[src/hw/rtl/text_console_writer_assert.svh]
// Assertion macros for the console RTL.
// Each macro expects clk and rst_n in scope.
`ifndef TEXT_CONSOLE_WRITER_ASSERT_SVH
`define TEXT_CONSOLE_WRITER_ASSERT_SVH

// Check that a condition implies a consequence in the same cycle
`define TCW_ASSERT_NOW(label, ante, cons, msg) \
    label: assert property (@(posedge clk) disable iff (!rst_n) (ante) |-> (cons)) \
        else $error(msg);

// Check that a condition implies a consequence in the next cycle
`define TCW_ASSERT_NEXT(label, ante, cons, msg) \
    label: assert property (@(posedge clk) disable iff (!rst_n) (ante) |=> (cons)) \
        else $error(msg);

`endif

[src/hw/rtl/tcw_pkg.sv]
package tcw_pkg;

    // Operation codes
    localparam logic [1:0] MODE_PUT   = 2'd0;
    localparam logic [1:0] MODE_CLEAR = 2'd1;
    localparam logic [1:0] MODE_SET   = 2'd2;
    localparam logic [1:0] MODE_READ  = 2'd3;

    // Configuration register indexes
    localparam logic [1:0] CFG_ATTRIBUTE    = 2'd0;
    localparam logic [1:0] CFG_COLUMNS      = 2'd1;
    localparam logic [1:0] CFG_ROWS         = 2'd2;
    localparam logic [1:0] CFG_CURSOR_SHOWN = 2'd3;

    // Character and cell constants
    localparam logic [7:0]  NEWLINE_CODE = 8'h0A;
    localparam logic [7:0]  SPACE_CODE   = 8'h20;
    localparam logic [7:0]  RESET_ATTR   = 8'h07;
    localparam logic [6:0]  RESET_COLS   = 7'd80;
    localparam logic [4:0]  RESET_ROWS   = 5'd25;
    localparam logic [15:0] RESET_CELL   = {RESET_ATTR, SPACE_CODE};

    typedef struct packed {
        logic [1:0]        mode;
        logic [7:0]        char_code;
        logic signed [7:0] want_column;
        logic signed [7:0] want_row;
        logic [10:0]       cell_index;
    } req_t;

    typedef struct packed {
        logic [7:0]  char_echo;
        logic [6:0]  cursor_column;
        logic [4:0]  cursor_row;
        logic [10:0] cursor_location;
        logic        cursor_write;
        logic        scrolled;
        logic [15:0] cell_value;
    } rsp_t;

    // Cursor step result handed from the cursor unit to the sequencer
    typedef struct packed {
        logic [6:0]  column;
        logic [4:0]  row;
        logic        put_we;
        logic [11:0] put_addr;
        logic        scroll;
    } cursor_upd_t;

    // Linear cell location of a row and column on a screen of given width
    function automatic logic [11:0] cell_loc(input logic [4:0] row,
                                             input logic [6:0] col,
                                             input logic [6:0] width);
        logic [11:0] prod;
        prod = {7'd0, row} * {5'd0, width};
        return prod + {5'd0, col};
    endfunction

endpackage

[src/hw/rtl/tcw_cursor.sv]
module tcw_cursor (
    input  tcw_pkg::req_t        req,
    input  logic [6:0]           cur_column,
    input  logic [4:0]           cur_row,
    input  logic [6:0]           columns,
    input  logic [4:0]           rows,
    output tcw_pkg::cursor_upd_t upd
);

    logic [6:0] col_c;
    logic [4:0] row_c;
    logic [7:0] col_inc;
    logic [5:0] row_inc;
    logic [5:0] row_put;
    logic [6:0] set_col;
    logic [4:0] set_row;

    // Clamp the stored cursor into the screen in use
    assign col_c   = (cur_column >= columns) ? columns - 7'd1 : cur_column;
    assign row_c   = (cur_row >= rows) ? rows - 5'd1 : cur_row;
    assign col_inc = {1'b0, col_c} + 8'd1;
    assign row_inc = {1'b0, row_c} + 6'd1;

    // Clamp a requested position, negative to zero, past the edge to the last
    always_comb
    begin
        if (req.want_column[7])
            set_col = 7'd0;
        else if ({1'b0, req.want_column[6:0]} >= {1'b0, columns})
            set_col = columns - 7'd1;
        else
            set_col = req.want_column[6:0];

        if (req.want_row[7])
            set_row = 5'd0;
        else if ({1'b0, req.want_row[6:0]} >= {3'b0, rows})
            set_row = rows - 5'd1;
        else
            set_row = req.want_row[4:0];
    end

    // Step the cursor for the requested operation
    always_comb
    begin
        upd.column   = col_c;
        upd.row      = row_c;
        upd.put_we   = 1'b0;
        upd.put_addr = tcw_pkg::cell_loc(row_c, col_c, columns);
        upd.scroll   = 1'b0;
        row_put      = {1'b0, row_c};

        case (req.mode)
            tcw_pkg::MODE_PUT:
            begin
                if (req.char_code == tcw_pkg::NEWLINE_CODE)
                begin
                    upd.column = 7'd0;
                    row_put    = row_inc;
                end
                else
                begin
                    upd.put_we = 1'b1;
                    if (col_inc == {1'b0, columns})
                    begin
                        upd.column = 7'd0;
                        row_put    = row_inc;
                    end
                    else
                    begin
                        upd.column = col_inc[6:0];
                    end
                end
                // Passing the last row scrolls and holds the cursor on it
                if (row_put == {1'b0, rows})
                begin
                    upd.row    = rows - 5'd1;
                    upd.scroll = 1'b1;
                end
                else
                begin
                    upd.row = row_put[4:0];
                end
            end
            tcw_pkg::MODE_SET:
            begin
                upd.column = set_col;
                upd.row    = set_row;
            end
            default:
            begin
                upd.column = col_c;
                upd.row    = row_c;
            end
        endcase
    end

endmodule

[config.mk]
export PLATFORM = sky130hd
export DESIGN_NAME = tcw_cursor
export DESIGN_NICKNAME = d
export VERILOG_FILES = /design/src/hw/rtl/text_console_writer_assert.svh /design/src/hw/rtl/tcw_pkg.sv /design/src/hw/rtl/tcw_cursor.sv
export SDC_FILE = /design/constraint.sdc
export NUM_CORES = 1
export LEC_CHECK = 0
export BUFFER_PORTS_ARGS = -buffer_cell sky130_fd_sc_hd__buf_2
export CELL_PAD_IN_SITES_DETAIL_PLACEMENT = 1
export CELL_PAD_IN_SITES_GLOBAL_PLACEMENT = 1
export CORE_MARGIN = 2
export CORE_UTILIZATION = 44
export DETAILED_ROUTE_END_ITERATION = 7
export PLACE_DENSITY = 0.95
export SLEW_MARGIN = 20
export SYNTH_ARGS = -nofsm -noshare
export SYNTH_HDL_FRONTEND = slang
export SYNTH_SLANG_ARGS = --single-unit
[constraint.sdc]
create_clock -name vclk -period 12.7
set_clock_uncertainty 0.2 [all_clocks]
set_input_delay 1.905 -clock vclk [all_inputs]
set_output_delay 1.905 -clock vclk [all_outputs]
set_load 0.005 [all_outputs]
==> run metrics, run 1 <==
Chip Width=92.7 um; ant diodes=0; PwrDens=109 nW/um^2; layout cells sized above 1=0.197; Hold WC Path Type=input pin to output pin; Final setup violation count=0; largest net degree at the start of global routing=21; routability cong.=0.905; GR Util met3=0.00814; met2 Use GR=0.498; final non-filler cell total=626; register area=0 um^2; first-pass GRT wire length=17600 um; Most Crowded Layer GR=met2; status=complete, no violations; critical path data arrival time=7900 ps; post-synthesis instance area=3460 um^2; final hold vios=0; Tot GR Track Use=0.246; MaxCap Viol Count=0; vias in the first global route=3853; initial drt markers=169; crit path from=rows[2]; RSZ-0062 raised after global routing=false; Mapped Cells=468; Core Footprint=7690 um^2; Detail Placement HPWL=9060 um; Vias/cell=5.73; std cell rows=32; drt total wl=10500 um; GRT overflow=0; wire per inst=16.8 um; Worst VDD drop=0.0000594 V; startpoint class of the critical path=input pin; pre-CTS WS=2660 ps; setup TNS=0 ps; nets=657; vias=3589; Hold Path Origin=req[24]; Slew Limit Fails=0; CP endpoint kind=output pin; Port-buffer cells=76; Final Util=0.503; Cells after DPL=626; Global Route met1 Usage=0.279; worst hold path endpoint=upd[24]; Fillers=1010; overall power=0.423 mW; Routed Antenna Nets=0; CP Max Fanout=9; # IOs=87; Setup Buffers After CTS=0; fmax=100 MHz; clock buffers=0; ratio of final minimum period to clock period=0.788; hold buffers post-CTS=0; starting density of the core=0.450; WP data required=10600 ps; Tightest Pin Transition=957 ps; Area growth syn-to-layout=11.8%; Die Height=92.7 um; die area=8590 um^2; min Tclk post-route=10000 ps; syn_nets=599; sequential cell area fraction in the yosys report=0; Static Leakage=1.94 nW; Remaining DRCs=0; average cell area after synthesis=7.39 um^2; FFs & Latches=0; post-CTS sizing=0; hold path depth=4; yosys warns=0; Distinct cells, synth=68; Setup Crit Path Kind=input pin to output pin; Rel. slew slack=0.360; drt pass-1 iters=4; antenna violations before repair=0; final worst setup slack=2700 ps
-- worst max path at each step --
stage,slack [ps],end
floorplan,3630,upd[12]
global placement,2970,upd[12]
detailed placement,2660,upd[12]
CTS,2670,upd[12]
global route,2140,upd[12]
finish,2700,upd[12]
-- stage by stage --
stage	hold slack, ps	instance area [um^2]
after global routing	4040	3870
after floorplan	3740	3460
final	4030	3870
after detailed placement	4020	3870
after global placement	4020	3870
after CTS	4020	3870
-- cell usage after synthesis, types with 3 or more instances --
cell      instances  area (um^2)
mux2_2            8         90.1
buf_2             4         20.0
xnor2_1          29          254
inv_1            65          244
o21bai_1          4         30.0
a211o_1           3         26.3
nor2b_1           5         31.3
xor2_1           10         87.6
nand3_1           7         35.0
o21ai_1           7         35.0
a31o_1            4         35.0
o21ai_0          14         70.1
clkbuf_1         12         45.0
a221o_1           4         40.0
nand4_1           3         18.8
ha_1             48          601
fa_1             22          440
and3_1            3         18.8
a22oi_1           7         52.6
a21o_1            6         45.0
buf_6             3         33.8
nand2_1          36          135
and2_1           20          125
nor3_1            9         45.0
nand2b_1          8         50.1
mux2i_1           8         80.1
a21oi_1          37          185
nor2_1           30          113
-- worst max-delay path, stage by stage --
cell,delay (ps)
buf_2,110
inv_1,110
ha_1,310
nand2_1,50
o21ai_0,510
a21oi_1,150
o21bai_1,470
nor2_1,90
a21oi_1,600
nand2_1,160
fa_1,520
fa_1,520
fa_1,560
inv_1,50
ha_1,330
a21oi_1,210
o21ai_0,120
a21oi_1,240
o21bai_1,100
a21oi_1,240
o21bai_1,100
a21oi_1,170
xnor2_1,130
buf_2,130
-- placed cells by master (no fill, tap or decap), types with 9 or more instances in the layout --
master   Yosys  routed
and2_1      20      20
a21oi_1     37      37
xnor2_1     29      29
nand2_1     36      36
fa_1        22      22
xor2_1      10      10
nor2_1      30      30
nor3_1       9       9
inv_1       65      65
o21ai_0     14      14
ha_1        48      48
buf_2        4      76
-- per-layer routing --
metal / up-vias / wire length, um
li1: 1726 / -
met1: 1745 / 4280
met2: 94 / 5710
met3: 24 / 291
met4: 0 / 263
met5: - / 0
-- area by class of cell --
| cell class | count | area (um^2) | area share |
|---|---|---|---|
| multi-input combinational | 380 | 3100 | 0.801 |
| timing repair buffer | 78 | 395 | 0.102 |
| inverter | 66 | 248 | 0.0640 |
| tap | 102 | 128 | 0.0330 |
-- where the power goes --
part           leakage [nW]  internal, mW  switching, mW  total (mW)
registers                 0             0              0           0
logic                  1.94         0.191          0.231       0.423
clock network             0             0              0           0
-- cell families after synthesis --
logic type	share of synthesized area
adder cells (fa/ha/maj)	0.304
XOR/XNOR	0.103
buffers and inverters	0.105
AND/OR/NAND/NOR	0.215
AO/OA/AOI/OAI	0.224
multiplexers	0.0492
No activity file was read; power rests on OpenSTA's default activity.
==> run 2, diff against run 1 <==
--- a/config.mk
+++ b/config.mk
@@ -5,13 +5,14 @@
 export SDC_FILE = /design/constraint.sdc
 export NUM_CORES = 1
 export LEC_CHECK = 0
+export ABC_AREA = 1
 export BUFFER_PORTS_ARGS = -buffer_cell sky130_fd_sc_hd__buf_2
 export CELL_PAD_IN_SITES_DETAIL_PLACEMENT = 1
 export CELL_PAD_IN_SITES_GLOBAL_PLACEMENT = 1
 export CORE_MARGIN = 2
-export CORE_UTILIZATION = 44
+export CORE_UTILIZATION = 35
 export DETAILED_ROUTE_END_ITERATION = 7
-export PLACE_DENSITY = 0.95
+export PLACE_DENSITY = 0.93
 export SLEW_MARGIN = 20
 export SYNTH_ARGS = -nofsm -noshare
 export SYNTH_HDL_FRONTEND = slang
==> constraint.sdc (replaced) <==
create_clock -name vclk -period 8.4
set_clock_uncertainty 0.2 [all_clocks]
set_input_delay 1.26 -clock vclk [all_inputs]
set_output_delay 1.26 -clock vclk [all_outputs]
set_load 0.005 [all_outputs]
==> run metrics, run 2 <==
drt total wl=11500 um; post-synthesis instance area=3200 um^2; Tightest Pin Transition=558 ps; post-CTS sizing=0; PwrDens=183 nW/um^2; critical path data arrival time=6400 ps; Detail Placement HPWL=10100 um; startpoint class of the critical path=input pin; Die Height=99.7 um; Static Leakage=2.12 nW; MaxCap Viol Count=0; Chip Width=99.7 um; Vias/cell=5.37; largest cells by area after synthesis=ha_1, nand2_1, fa_1; setup TNS=0 ps; WP data required=6940 ps; clock buffers=0; CP endpoint kind=output pin; Setup Buffers After CTS=0; Slew Limit Fails=0; Worst VDD drop=0.000157 V; antenna violations before repair=0; CP Max Fanout=10; multi-input logic area=2810 um^2; Port-buffer cells=76; FFs & Latches=0; Core Footprint=8810 um^2; top-count cell post-synth=nand2_1; register area=0 um^2; vias=3744; Hold WC Path Type=input pin to output pin; GRT overflow=0; commonest non-fill, non-tap cell in the layout=nand2_1; status=complete, no violations; ratio of final minimum period to clock period=0.936; yosys warns=0; commonest cells in the netlist=nand2_1, inv_1, nand3_1; Tot GR Track Use=0.232; vias in the first global route=4155; Remaining DRCs=0; initial drt markers=164; routability cong.=0.973; nets=722; std cell rows=34; average cell area after synthesis=6.28 um^2; layout cells sized above 1=0.211; die area=9940 um^2; hold buffers post-CTS=0; Area growth syn-to-layout=17.2%; starting density of the core=0.364; ant diodes=0; # IOs=87; most frequent cells in the layout=nand2_1, inv_1, buf_2, nand3_1, ha_1; syn_nets=641; largest net degree at the start of global routing=15; min Tclk post-route=7860 ps; Fillers=1221; final hold vios=0; Mapped Cells=510; sequential cell area fraction in the yosys report=0; largest area contributor in the netlist=ha_1; RSZ-0062 raised after global routing=false; first-pass GRT wire length=18900 um; Rel. slew slack=0.627; drt pass-1 iters=4; fmax=127 MHz; Setup Crit Path Kind=input pin to output pin; Final Util=0.427; Distinct cells, synth=37; Final setup violation count=0; wire per inst=16.4 um; Routed Antenna Nets=0; Yosys top cell area share=0.187
[run 2: changes by cell type after synthesis, sizes merged, moves of 11 or more]
cell	change
nor2	+23
inv	+33
xnor2	-23
nand2	+100
o211ai	+11
and2	-20
a21oi	-23
nand3	+48
[run 2: logic make-up after synthesis]
kind of cell / synth area share
AO/OA/AOI/OAI: 0.125
XOR/XNOR: 0.0492
adder cells (fa/ha/maj): 0.325
buffers and inverters: 0.125
AND/OR/NAND/NOR: 0.376
[run 2: final timing paths]
check	slack (ps)	endpoint	cells after the start	startpoint
max	540	upd[12]	26	rows[2]
min	2680	upd[22]	4	req[22]
[run 2: where the power goes]
| group | internal, mW | switching [mW] | total, mW |
|---|---|---|---|
| logic | 0.288 | 0.400 | 0.687 |
| clock network | 0 | 0 | 0 |
| registers | 0 | 0 | 0 |
| total | 0.288 | 0.400 | 0.687 |
[run 2: stage by stage]
step           hold slack, ps  area (um^2)  setup slack, ps  total power [mW]  cells
6_report                 2680         3760              540             0.687    697
5_1_grt                  2740         3760             71.7             0.781    697
4_1_cts                  2680         3750              388             0.696    697
3_5_place_dp             2680         3750              397             0.691    697
3_3_place_gp             2690         3750              540             0.653    697
2_1_floorplan            2490         3200             1220             0.454    510
[run 2: worst max-delay path: stages]
cell and delay [ps]:
buf_2 120, inv_1 100, ha_1 340, nand2_1 100
o311ai_4 490, nand2_1 100, o21ai_1 150, clkinv_1 240
nor2_1 220, fa_1 450, inv_1 80, fa_1 450
fa_1 550, inv_1 40, ha_1 340, a21oi_1 160
inv_1 50, a31oi_1 220, o21ai_0 170, nand3_1 100
nand2_1 90, a21oi_1 150, nor2_1 60, nor2_1 110
xnor2_1 130, buf_2 130
[run 2: cell type report]
class	instances	share of cell area
repair buffers	83	0.115
multi-input cells	405	0.748
inverters	101	0.101
well taps	108	0.0360
[run 2: metal layers]
layer | global-route usage | up-vias | share of wire
met5 | 0 | - | 0
met4 | 0.0601 | 0 | 0.022
met3 | 0.0260 | 26 | 0.053
met2 | 0.448 | 112 | 0.53
met1 | 0.268 | 1797 | 0.40
li1 | - | 1809 | -
==> run 3, diff against run 2 <==
--- a/config.mk
+++ b/config.mk
@@ -12,7 +12,7 @@
 export CORE_MARGIN = 2
 export CORE_UTILIZATION = 35
 export DETAILED_ROUTE_END_ITERATION = 7
-export PLACE_DENSITY = 0.93
+export PLACE_DENSITY_LB_ADDON = 0.1
 export SLEW_MARGIN = 20
 export SYNTH_ARGS = -nofsm -noshare
 export SYNTH_HDL_FRONTEND = slang
==> run metrics, run 3 (synthesized netlist as in run 2, its figures left out) <==
antenna violations before repair=0; routability cong.=0.892; critical path data arrival time=6500 ps; Vias/cell=5.14; commonest non-fill, non-tap cell in the layout=nand2_1; Fillers=1229; crit path from=rows[2]; MaxCap Viol Count=0; initial drt markers=185; Tightest Pin Transition=627 ps; FFs & Latches=0; Area growth syn-to-layout=19.5%; Routed Antenna Nets=0; first-pass GRT wire length=18500 um; Setup Crit Path Kind=input pin to output pin; final hold vios=0; ratio of final minimum period to clock period=0.948; Port-buffer cells=76; GRT overflow=0; Slew Limit Fails=0; vias=3617; die area=9940 um^2; Worst VDD drop=0.000244 V; CP endpoint kind=output pin; layout cells sized above 1=0.225; most frequent cells in the layout=nand2_1, inv_1, buf_2, nand3_1, ha_1; wire per inst=15.9 um; drt pass-1 iters=4; overall power=0.691 mW; starting density of the core=0.364; post-CTS sizing=0; vias in the first global route=3634; Tot GR Track Use=0.228; Static Leakage=2.16 nW; Remaining DRCs=0; PwrDens=180 nW/um^2; Detail Placement HPWL=9610 um; status=complete, no violations; multi-input logic area=2840 um^2; clock buffers=0; min Tclk post-route=7960 ps; std cell rows=34; Final Util=0.435; startpoint class of the critical path=input pin; Die Height=99.7 um; CP Max Fanout=5; WP data required=6940 ps; Core Footprint=8810 um^2; Chip Width=99.7 um; ant diodes=0; Hold WC Path Type=input pin to output pin; Rel. slew slack=0.580; Final setup violation count=0; Hold Path Origin=req[20]; register area=0 um^2; Setup Buffers After CTS=0; hold buffers post-CTS=0; largest net degree at the start of global routing=15; drt total wl=11200 um; nets=729; fmax=126 MHz; # IOs=87
==> run 3: metal layers <==
metal,wire (um),track usage,share of wire,vias up
met4,29,0.0105,0.0026,0
met5,0,0,0,-
met3,542,0.00141,0.048,3
met2,5150,0.365,0.46,77
li1,-,-,-,1819
met1,5470,0.361,0.49,1718
==> run 3: worst paths after layout <==
kind / endpoint / slack [ps] / depth (start not counted)
worst max-delay path: upd[11] / 440 / 26
worst min-delay path: upd[20] / 2680 / 4
==> run 3: final cells by class <==
type | count | share of cell area
Multi-Input combinational cell | 406 | 0.741
Tap cell | 108 | 0.0353
Inverter | 101 | 0.0990
Timing Repair Buffer | 89 | 0.125
==> run 3: worst max-delay path, cell delays in order <==
cell	delay, ps
buf_2	120
inv_1	180
ha_1	300
a21oi_1	180
o21a_1	230
o311ai_4	160
o21ai_2	280
buf_4	200
nor2_1	60
fa_1	480
fa_1	550
inv_1	60
fa_1	520
inv_1	40
ha_1	350
a21oi_1	140
o21ai_0	150
a21oi_1	280
inv_1	80
a21oi_1	220
inv_1	70
a21oi_1	140
nor2_1	50
nor2_1	110
xor2_1	150
buf_2	130
==> run 3: through the flow <==
| step | std cells | hold slack [ps] | setup TNS (ps) | cell area (um^2) | setup WS, ps |
|---|---|---|---|---|---|
| 2_1_floorplan | 510 | 2490 | 0 | 3200 | 1220 |
| 3_5_place_dp | 703 | 2690 | 0 | 3800 | 271 |
| 3_3_place_gp | 703 | 2700 | 0 | 3800 | 404 |
| 6_report | 704 | 2680 | 0 | 3830 | 440 |
| 5_1_grt | 704 | 2730 | -9.76 | 3830 | -9.76 |
| 4_1_cts | 703 | 2690 | 0 | 3800 | 252 |
==> run 3: power by group <==
group / internal (mW) / switching (mW)
clock: 0 / 0
sequential: 0 / 0
combinational: 0.289 / 0.402
total: 0.289 / 0.402
